File: src/rtl/fgs_pkg.sv
// ----------------------------------------------------------------------------
// Fuzzy gain scheduler package
// Shared payload types, register indexes and a breakpoint helper function.
// ----------------------------------------------------------------------------
package fgs_pkg;

  localparam int unsigned NumBp     = 7;
  localparam int unsigned BpW       = 9;
  localparam int unsigned SegW      = 3;
  localparam int unsigned GainW     = 8;
  localparam int unsigned SampleW   = 16;
  localparam int unsigned OutW      = 10;
  localparam int unsigned LastSeg   = 6;
  localparam int unsigned CfgAddrW  = 6;

  typedef enum logic [2:0] {
    RegErrBp    = 3'd0,
    RegSecBp    = 3'd1,
    RegGains    = 3'd2,
    RegRules02  = 3'd3,
    RegRules35  = 3'd4,
    RegRules6   = 3'd5
  } reg_idx_e;

  typedef struct packed {
    logic signed [SampleW-1:0] error_sample;
    logic signed [SampleW-1:0] second_sample;
  } in_item_t;

  typedef struct packed {
    logic signed [OutW-1:0] gain_out;
    logic [SegW-1:0]        error_segment;
    logic [SegW-1:0]        second_segment;
    logic [SegW-1:0]        rule_entry;
  } out_item_t;

  typedef struct packed {
    logic [62:0] err_bp;
    logic [62:0] sec_bp;
    logic [55:0] gains;
    logic [62:0] rules02;
    logic [62:0] rules35;
    logic [20:0] rules6;
  } cfg_t;

  function automatic logic signed [BpW-1:0] bp_at(input logic [62:0] p,
                                                  input logic [SegW-1:0] k);
    logic signed [BpW-1:0] r;
    r = '0;
    for (int i = 0; i < NumBp; i++) begin
      if (k == SegW'(i)) r = p[BpW*i +: BpW];
    end
    return r;
  endfunction

endpackage

File: src/rtl/fuzzy_gain_scheduler.sv
// ----------------------------------------------------------------------------
// Fuzzy gain scheduler
// Schedules a gain from an error and a second signal over a 7x7 rule table.
// ----------------------------------------------------------------------------
// Usage: push a sample pair while full is low; results come out in order
// and are taken with pop while empty is low. One transfer per cycle is
// sustained in each direction while the receiver keeps popping. The
// segment search is registered at the accepting edge, followed by
// FRACTION_BITS+1 bit-per-stage divider stages, three for rule lookup,
// product and rounding, and one into the result head register. The
// pipeline never stalls; the result queue holds enough entries for every
// item in flight, and full is raised when queued plus in-flight items
// would overflow it, so a stalled receiver backs up to the input. After
// reset the queue is empty and all configuration registers read zero.
// The user must write configuration through the APB port only while the
// block is idle; the block itself does not enforce this.
module fuzzy_gain_scheduler #(
  parameter int unsigned FRACTION_BITS = 16
) (
  input  logic               clk_i,
  input  logic               rst_ni,
  input  logic               push,
  output logic               full,
  input  fgs_pkg::in_item_t  in_item_i,
  output logic               empty,
  input  logic               pop,
  output fgs_pkg::out_item_t out_item_o,
  input  logic               psel,
  input  logic               penable,
  input  logic               pwrite,
  input  logic [5:0]         paddr,
  input  logic [63:0]        pwdata,
  output logic [63:0]        prdata,
  output logic               pready
);
  import fgs_pkg::*;

  localparam int unsigned Depth = 32;
  localparam int unsigned AW    = $clog2(Depth);

  cfg_t cfg_q;
  logic [2:0] ridx;
  assign pready = 1'b1;
  assign ridx   = paddr[5:3];

  always_ff @(posedge clk_i or negedge rst_ni) begin
    if (!rst_ni) begin
      cfg_q <= '0;
    end else if (psel && penable && pwrite) begin
      unique case (ridx)
        RegErrBp:   cfg_q.err_bp  <= pwdata[62:0];
        RegSecBp:   cfg_q.sec_bp  <= pwdata[62:0];
        RegGains:   cfg_q.gains   <= pwdata[55:0];
        RegRules02: cfg_q.rules02 <= pwdata[62:0];
        RegRules35: cfg_q.rules35 <= pwdata[62:0];
        RegRules6:  cfg_q.rules6  <= pwdata[20:0];
        default: ;
      endcase
    end
  end

  always_comb begin
    unique case (ridx)
      RegErrBp:   prdata = 64'(cfg_q.err_bp);
      RegSecBp:   prdata = 64'(cfg_q.sec_bp);
      RegGains:   prdata = 64'(cfg_q.gains);
      RegRules02: prdata = 64'(cfg_q.rules02);
      RegRules35: prdata = 64'(cfg_q.rules35);
      RegRules6:  prdata = 64'(cfg_q.rules6);
      default:    prdata = '0;
    endcase
  end

  logic accept, fv;
  logic [2:0] se, ss;
  logic [9:0] ne, spe, ns, sps;
  assign accept = push && !full;

  fgs_front u_front (
    .clk_i, .rst_ni, .valid_i(accept), .item_i(in_item_i), .cfg_i(cfg_q),
    .valid_o(fv), .seg_e_o(se), .seg_s_o(ss), .num_e_o(ne), .span_e_o(spe),
    .num_s_o(ns), .span_s_o(sps));

  logic bv;
  out_item_t bitem;
  fgs_back #(.FRACTION_BITS(FRACTION_BITS)) u_back (
    .clk_i, .rst_ni, .valid_i(fv), .seg_e_i(se), .seg_s_i(ss),
    .num_e_i(ne), .span_e_i(spe), .num_s_i(ns), .span_s_i(sps),
    .cfg_i(cfg_q), .valid_o(bv), .item_o(bitem));

  // Result queue with credit count covering items still in the pipeline.
  out_item_t        mem_q [Depth];
  out_item_t        head_q;
  logic             head_vld_q;
  logic [AW-1:0]    wp_q, rp_q;
  logic [AW:0]      cnt_q, cred_q;
  logic             deq, load, fetch, wr;

  assign empty = !head_vld_q;
  assign deq   = pop && !empty;
  assign full  = (cred_q >= (AW+1)'(Depth));
  assign out_item_o = head_q;

  // The head register refills from the memory, or straight from the pipeline
  // when the memory holds nothing.
  assign load  = !head_vld_q || deq;
  assign fetch = load && (cnt_q != '0);
  assign wr    = bv && !(load && (cnt_q == '0));

  always_ff @(posedge clk_i) begin
    if (wr) mem_q[wp_q] <= bitem;
    if (fetch) head_q <= mem_q[rp_q];
    else if (load && bv) head_q <= bitem;
  end

  always_ff @(posedge clk_i or negedge rst_ni) begin
    if (!rst_ni) begin
      wp_q <= '0; rp_q <= '0; cnt_q <= '0; cred_q <= '0; head_vld_q <= 1'b0;
    end else begin
      if (wr) wp_q <= wp_q + AW'(1);
      if (fetch) rp_q <= rp_q + AW'(1);
      if (load) head_vld_q <= fetch || bv;
      cnt_q  <= cnt_q + (AW+1)'(wr) - (AW+1)'(fetch);
      cred_q <= cred_q + (AW+1)'(accept) - (AW+1)'(deq);
    end
  end

`ifndef ASSERT_OFF
  a_no_overflow: assert property (@(posedge clk_i) disable iff (!rst_ni)
    wr |-> cnt_q < (AW+1)'(Depth)) else $error("result queue overflow");
  a_credit_cover: assert property (@(posedge clk_i) disable iff (!rst_ni)
    cnt_q <= cred_q) else $error("queue count above credit");
  a_depth_ok: assert property (@(posedge clk_i) disable iff (!rst_ni)
    cred_q <= (AW+1)'(Depth)) else $error("credit overrun");
`endif
endmodule

File: src/rtl/fgs_front.sv
// ----------------------------------------------------------------------------
// Fuzzy gain scheduler front end
// Places both samples among their breakpoints and forms numerator and span.
// ----------------------------------------------------------------------------
module fgs_front (
  input  logic             clk_i,
  input  logic             rst_ni,
  input  logic             valid_i,
  input  fgs_pkg::in_item_t item_i,
  input  fgs_pkg::cfg_t    cfg_i,
  output logic             valid_o,
  output logic [2:0]       seg_e_o,
  output logic [2:0]       seg_s_o,
  output logic [9:0]       num_e_o,
  output logic [9:0]       span_e_o,
  output logic [9:0]       num_s_o,
  output logic [9:0]       span_s_o
);
  import fgs_pkg::*;

  typedef struct packed {
    logic [2:0] seg;
    logic [9:0] num;
    logic [9:0] span;
  } loc_t;

  // A zero numerator stands for a zero fraction; invalid spans are folded in.
  function automatic loc_t locate(input logic [62:0] p,
                                  input logic signed [SampleW-1:0] x);
    loc_t r;
    logic [2:0] k;
    logic found;
    logic signed [17:0] hi, lo, sp, nm;
    k = 3'(LastSeg);
    found = 1'b0;
    r = '0;
    for (int i = 0; i < NumBp; i++) begin
      if (!found && (18'(x) <= 18'(signed'(p[BpW*i +: BpW])))) begin
        k = 3'(i);
        found = 1'b1;
      end
    end
    r.seg = k;
    hi = 18'(bp_at(p, k));
    lo = 18'(bp_at(p, k - 3'd1));
    sp = hi - lo;
    nm = (k <= 3'd3) ? (hi - 18'(x)) : (18'(x) - lo);
    if (found && k != 3'd0 && sp > 0 && nm >= 0) begin
      r.num  = nm[9:0];
      r.span = sp[9:0];
    end else begin
      r.num  = '0;
      r.span = 10'd1;
    end
    return r;
  endfunction

  loc_t le, ls;
  assign le = locate(cfg_i.err_bp, item_i.error_sample);
  assign ls = locate(cfg_i.sec_bp, item_i.second_sample);

  always_ff @(posedge clk_i or negedge rst_ni) begin
    if (!rst_ni) valid_o <= 1'b0;
    else valid_o <= valid_i;
  end

  always_ff @(posedge clk_i) begin
    seg_e_o  <= le.seg;
    seg_s_o  <= ls.seg;
    num_e_o  <= le.num;
    span_e_o <= le.span;
    num_s_o  <= ls.num;
    span_s_o <= ls.span;
  end
endmodule

File: src/rtl/fgs_div.sv
// ----------------------------------------------------------------------------
// Fuzzy gain scheduler fraction divider
// Pipelined restoring divider, one quotient bit per stage.
// ----------------------------------------------------------------------------
module fgs_div #(
  parameter int unsigned FRACTION_BITS = 16,
  parameter int unsigned TagW = 1
) (
  input  logic                   clk_i,
  input  logic                   rst_ni,
  input  logic                   valid_i,
  input  logic [9:0]             num_i,
  input  logic [9:0]             span_i,
  input  logic [TagW-1:0]        tag_i,
  output logic                   valid_o,
  output logic [FRACTION_BITS:0] quot_o,
  output logic [TagW-1:0]        tag_o
);
  localparam int unsigned Steps = FRACTION_BITS + 1;

  // Numerator never exceeds span, so the quotient fits in FRACTION_BITS+1 bits.
  logic                    vld_q  [Steps+1];
  logic [10:0]             rem_q  [Steps+1];
  logic [9:0]              den_q  [Steps+1];
  logic [FRACTION_BITS:0]  quo_q  [Steps+1];
  logic [TagW-1:0]         tag_q  [Steps+1];

  assign vld_q[0] = valid_i;
  assign rem_q[0] = {1'b0, num_i};
  assign den_q[0] = span_i;
  assign quo_q[0] = '0;
  assign tag_q[0] = tag_i;

  for (genvar s = 0; s < Steps; s++) begin : g_stage
    logic [11:0] trial;
    assign trial = (s == 0) ? {1'b0, rem_q[s]} : {rem_q[s], 1'b0};
    always_ff @(posedge clk_i or negedge rst_ni) begin
      if (!rst_ni) vld_q[s+1] <= 1'b0;
      else vld_q[s+1] <= vld_q[s];
    end
    always_ff @(posedge clk_i) begin
      den_q[s+1] <= den_q[s];
      tag_q[s+1] <= tag_q[s];
      if (trial >= {2'b0, den_q[s]}) begin
        rem_q[s+1] <= 11'(trial - {2'b0, den_q[s]});
        quo_q[s+1] <= {quo_q[s][FRACTION_BITS-1:0], 1'b1};
      end else begin
        rem_q[s+1] <= trial[10:0];
        quo_q[s+1] <= {quo_q[s][FRACTION_BITS-1:0], 1'b0};
      end
    end
  end

  assign valid_o = vld_q[Steps];
  assign quot_o  = quo_q[Steps];
  assign tag_o   = tag_q[Steps];
endmodule

File: src/rtl/fgs_back.sv
// ----------------------------------------------------------------------------
// Fuzzy gain scheduler back end
// Divides both fractions, looks up the rule and interpolates the gain.
// ----------------------------------------------------------------------------
module fgs_back #(
  parameter int unsigned FRACTION_BITS = 16
) (
  input  logic               clk_i,
  input  logic               rst_ni,
  input  logic               valid_i,
  input  logic [2:0]         seg_e_i,
  input  logic [2:0]         seg_s_i,
  input  logic [9:0]         num_e_i,
  input  logic [9:0]         span_e_i,
  input  logic [9:0]         num_s_i,
  input  logic [9:0]         span_s_i,
  input  fgs_pkg::cfg_t      cfg_i,
  output logic               valid_o,
  output fgs_pkg::out_item_t item_o
);
  import fgs_pkg::*;

  localparam int unsigned QW = FRACTION_BITS + 1;
  localparam int unsigned PW = FRACTION_BITS + 11;

  logic            ve, vs;
  logic [QW-1:0]   qe, qs;
  logic [5:0]      te, ts;

  fgs_div #(.FRACTION_BITS(FRACTION_BITS), .TagW(6)) u_div_e (
    .clk_i, .rst_ni, .valid_i, .num_i(num_e_i), .span_i(span_e_i),
    .tag_i({seg_e_i, seg_s_i}), .valid_o(ve), .quot_o(qe), .tag_o(te));
  fgs_div #(.FRACTION_BITS(FRACTION_BITS), .TagW(6)) u_div_s (
    .clk_i, .rst_ni, .valid_i, .num_i(num_s_i), .span_i(span_s_i),
    .tag_i({seg_s_i, seg_e_i}), .valid_o(vs), .quot_o(qs), .tag_o(ts));

  // Rule lookup and gain selection.
  logic [2:0] pe, ps, n;
  logic [5:0] pos;
  logic [2:0] raw;
  always_comb begin
    pe = te[5:3];
    ps = te[2:0];
    if (pe < 3'd3) begin
      pos = 6'(7 * pe + ps);
      raw = cfg_i.rules02[3*pos +: 3];
    end else if (pe < 3'd6) begin
      pos = 6'(7 * (pe - 3'd3) + ps);
      raw = cfg_i.rules35[3*pos +: 3];
    end else begin
      pos = 6'(ps);
      raw = cfg_i.rules6[3*ps +: 3];
    end
    n = (raw == 3'd7) ? 3'(LastSeg) : raw;
  end

  logic                  v1_q;
  logic signed [QW:0]    df_q;
  logic signed [8:0]     g0_q, dg_q;
  logic [8:0]            segs1_q;

  always_ff @(posedge clk_i or negedge rst_ni) begin
    if (!rst_ni) v1_q <= 1'b0;
    else v1_q <= ve;
  end
  always_ff @(posedge clk_i) begin
    df_q    <= signed'({1'b0, qe}) - signed'({1'b0, qs});
    g0_q    <= (n == 3'(LastSeg)) ? signed'({1'b0, cfg_i.gains[8*LastSeg +: 8]})
                                   : signed'({1'b0, cfg_i.gains[8*n +: 8]});
    dg_q    <= (n == 3'(LastSeg)) ? '0
               : signed'({1'b0, cfg_i.gains[8*(n+3'd1) +: 8]})
                 - signed'({1'b0, cfg_i.gains[8*n +: 8]});
    segs1_q <= {pe, ps, n};
  end

  // Product stage, then sign-magnitude truncation toward zero.
  logic                  v2_q;
  logic signed [PW-1:0]  tot_q;
  logic [8:0]            segs2_q;
  always_ff @(posedge clk_i or negedge rst_ni) begin
    if (!rst_ni) v2_q <= 1'b0;
    else v2_q <= v1_q;
  end
  always_ff @(posedge clk_i) begin
    tot_q   <= (PW'(g0_q) <<< FRACTION_BITS) + PW'(dg_q) * PW'(df_q);
    segs2_q <= segs1_q;
  end

  logic [PW-1:0] mag, sh;
  always_comb begin
    mag = tot_q[PW-1] ? PW'(-tot_q) : PW'(tot_q);
    sh  = mag >> FRACTION_BITS;
  end

  always_ff @(posedge clk_i or negedge rst_ni) begin
    if (!rst_ni) valid_o <= 1'b0;
    else valid_o <= v2_q;
  end
  always_ff @(posedge clk_i) begin
    item_o.gain_out       <= tot_q[PW-1] ? OutW'(-sh) : OutW'(sh);
    item_o.error_segment  <= segs2_q[8:6];
    item_o.second_segment <= segs2_q[5:3];
    item_o.rule_entry     <= segs2_q[2:0];
  end

`ifndef ASSERT_OFF
  a_lanes_aligned: assert property (@(posedge clk_i) disable iff (!rst_ni)
    ve == vs) else $error("divider lanes out of step");
  a_tags_aligned: assert property (@(posedge clk_i) disable iff (!rst_ni)
    ve |-> (te[5:3] == ts[2:0] && te[2:0] == ts[5:3]))
    else $error("divider tags disagree");
  a_entry_range: assert property (@(posedge clk_i) disable iff (!rst_ni)
    valid_o |-> item_o.rule_entry != 3'd7) else $error("rule entry out of range");
`endif
endmodule
File: config.mk
export PLATFORM = sky130hd
export DESIGN_NAME = fuzzy_gain_scheduler
export DESIGN_NICKNAME = d
export VERILOG_FILES = /design/src/rtl/fgs_pkg.sv /design/src/rtl/fuzzy_gain_scheduler.sv /design/src/rtl/fgs_front.sv /design/src/rtl/fgs_div.sv /design/src/rtl/fgs_back.sv
export SDC_FILE = /design/constraint.sdc
export NUM_CORES = 2
export LEC_CHECK = 0
export BUFFER_PORTS_ARGS = -buffer_cell sky130_fd_sc_hd__buf_2
export CORE_MARGIN = 10
export CORE_UTILIZATION = 50
export CTS_CLUSTER_DIAMETER = 80
export DETAILED_ROUTE_END_ITERATION = 10
export PLACE_DENSITY = 0.71
export SLEW_MARGIN = 20
export SYNTH_ARGS = -nofsm -noshare
export SYNTH_HDL_FRONTEND = slang
export SYNTH_SLANG_ARGS = --single-unit
File: constraint.sdc
create_clock -name clk_i -period 15.85 [get_ports clk_i]
set_input_delay 1.585 -clock clk_i [delete_from_list [all_inputs] [get_ports clk_i]]
set_output_delay 1.585 -clock clk_i [all_outputs]
set_load 0.05 [all_outputs]
==> flow_summary.toml <==
[route]
firstDrtPassIters = 8
via_per_inst = 5.69
num_vias = 66900
wl_um = 251000
ant_nets = 0
drt_iter0_markers = 5962
drc = 0
wl_per_cell_um = 21.4

[clocking]
cts_resized = 0
clock_latency_ns = 0.88
cts_setup_buffers = 0
numClockSinks = 2225
cts_tree = "built"
clock-root-buffer = "clkbuf_16"
cts_made_buffers = 212
cts.clk_slew.worst_paths_ns = 0.06
cts-htree-levels = 4
postCtsHoldBufs = 0
cts_buffer_depth = 3

[placed_design]
post_dp_cell_area_um2 = 106000
place.gp.congestion = 0.988
port-buffer-count = 188
hpwlAfterDp_um = 182000

[die]
start_util_pct = 50.3
die-area_um2 = 222000
rows = 165
die_width_um = 471
top_level_ports = 195
die_h_um = 471
fp.coreArea_um2 = 202000

[worst_hold_path]
hold_class = "flip-flop to flip-flop"

[global_routing]
grt_start_max_net_pins = 139
antenna_found_initial = 28
grt_pass1_wl_um = 387000
grt-ovfl-total = 0
grt_pass1_vias = 67900
track_usage_pct = 22.1

[logic_synthesis]
synth_top_flop_cell = "dfxtp_1"
syn_avg_cell_area_um2 = 11.7
async_flop_share_pct = 16.8
synth_edf_count = 627
yosys_warnings = 0
ys_ff_latch = 2225
netlist_instances = 8655
ys_types = 91
syn_area_um2 = 102000
ys_seq_area_share_pct = 51.9

[worst_setup_path]
required_ns = 16.55
worstSetupPathType = "input pin to flip-flop"
worstPathMaxFanout = 29
max_stage_delay_ns = 0.67
critPathCaptureType = "flip-flop"
start_kind = "input pin"
cp_slowest_cell = "or4_1"
worstPathArrival_ns = 9.88
crit_path_frequent_cell = "a21boi_0"

[timing]
fin_worst_skew_ns = 0.0600
min_period_over_period_pct = 57.9
tns_ns = 0
relSlewSlack_pct = 20.2
report.final.slew_viol_count = 0
setup-violations-final = 0
fin_crit_ns = 9.18
rsz0062_at_grt = "no"
max_slew.worst_pin.slew_ns = 1.20
max_freq_ghz = 0.109
hold_viol_final = 0

[run_status]
run_status = "finished, final reports clean"

[cells_and_area]
drive_gt1_share_pct = 13.6
ff_latch_area_um2 = 52700
fin_nets = 9928
final_area_um2 = 113000
syn_to_final_growth_pct = 11.4
multi_input_area_um2 = 44800
n_fill_cell = 16300

[run]
drv_cap = 0
## cell families (layout without fill, tap and decap cells)
logic type	Yosys count	after routing	synth area share [%]
flops	2225	2225	51.9
compound gates	1662	1662	10.4
other cells	2	16	0.00739
simple gates	1772	1772	8.34
buf+inv	1127	1529	4.20
xor+xnor	308	308	2.66
fa+ha+maj	946	946	13.0
mux	613	613	9.53
## cell type report
class                           count  share of cell area (%)
Sequential cell                  2225                    46.6
Multi-Input combinational cell   5305                    39.6
Clock buffer                      297                    5.36
Tap cell                         2672                    2.96
Inverter                          863                    2.86
Timing Repair Buffer              266                    1.37
Clock inverter                    103                    1.21
Antenna cell                       12                  0.0265
## per-layer routing
| layer | wire length (um) | vias to the layer above | GRT usage (%) |
|---|---|---|---|
| met5 | 86 | - | 0 |
| met1 | 98600 | 32700 | 27.1 |
| met3 | 19700 | 647 | 4.91 |
| met4 | 13500 | 14 | 10.3 |
| met2 | 119000 | 2524 | 37.3 |
| li1 | - | 31000 | - |
## registers in the layout, indices dropped and copies added, names as in the netlist, 18 cells and up
signal and count:
cfg_q 329, mem_q 608, out_item_o 19, u_back.df_q 18, u_back.item_o 19, u_back.tot_q 27
u_back.u_div_e.den_q 160, u_back.u_div_e.g_stage.trial 176, u_back.u_div_e.quo_q 136, u_back.u_div_e.tag_q 96, u_back.u_div_s.den_q 160, u_back.u_div_s.g_stage.trial 176
u_back.u_div_s.quo_q 136
## stage by stage
step           setup slack [ns]  cells  util (%)  hold WS, ns
6_report                   6.67  11700      56.0        0.289
5_1_grt                    6.01  11700      56.0        0.287
4_1_cts                    6.82  11700      55.9        0.278
3_5_place_dp               6.02  11300      52.3        0.312
3_3_place_gp               6.16  11300      52.3        0.310
2_1_floorplan              7.84   8657         -        0.310
## synthesized netlist by cell type, drive strengths merged (12+ instances only)
master,n,area [um^2]
and3,24,150
or3,26,163
nor4,28,196
nor2,520,1960
mux2i,89,891
nand3,146,731
nor3,63,327
edfxtp,627,18800
clkbuf,207,777
a21o,344,2580
a222oi,18,180
a41o,17,170
buf,57,253
dfxtp,1225,24500
a221oi,25,219
a21oi,518,2590
fa,186,3720
o41ai,13,114
nand2,470,1760
nand2b,159,995
nand4,85,547
a21boi,22,165
o21ai,379,1900
xor2,67,587
mux2,267,3010
mux4,257,5790
a31oi,20,140
nor2b,101,632
and2,105,657
o22ai,16,100
o31ai,21,158
or2,12,75.1
o21a,30,225
a211oi,31,258
inv,862,3240
xnor2,241,2110
a22oi,87,653
dfrtp,373,9330
ha,760,9510
## worst max-delay path: cells and delay by family
kind                     cells  cell delay, ns
buffers and inverters        3            0.99
AO/OA/AOI/OAI               14            2.78
adder cells (fa/ha/maj)      3            1.05
AND/OR/NAND/NOR             12            3.49
## cell usage in the layout (no fill, tap or decap), types with 89 or more instances in the layout
cell type / Yosys / routed
dfxtp_1: 1225 / 1218
nor2_1: 519 / 482
nand2b_1: 159 / 159
ha_1: 760 / 759
nand2_1: 470 / 470
inv_1: 861 / 863
xnor2_1: 241 / 241
a21o_1: 344 / 344
mux4_2: 257 / 257
nand3_1: 146 / 146
clkbuf_16: 0 / 216
edfxtp_1: 627 / 627
buf_2: 10 / 187
o21ai_0: 376 / 376
fa_1: 186 / 186
a21oi_1: 518 / 518
and2_1: 105 / 105
nor2b_1: 101 / 100
dfrtp_1: 373 / 369
mux2_2: 267 / 267
mux2i_1: 89 / 89
## final timing paths
| path | startpoint | to | slack [ns] | cells after the start |
|---|---|---|---|---|
| max | in_item_i[31] | u_front.span_e_o[0] | 6.67 | 32 |
| min | u_back.u_div_e.quo_q[35] | u_back.u_div_e.quo_q[19] | 0.29 | 0 |
| max reg2reg | cfg_q[211] | u_front.span_s_o[0] | 6.89 | 28 |
| min reg2reg | u_back.u_div_e.quo_q[35] | u_back.u_div_e.quo_q[19] | 0.29 | 0 |
| max in group asynchronous | rst_ni | cfg_q[323] | 12.81 | 3 |
| min in group asynchronous | rst_ni | cfg_q[209] | 0.76 | 1 |
Power is left out: the tool's default activity adds up to more than one toggle a clock period on the data nets, which glitch-free logic cannot reach.
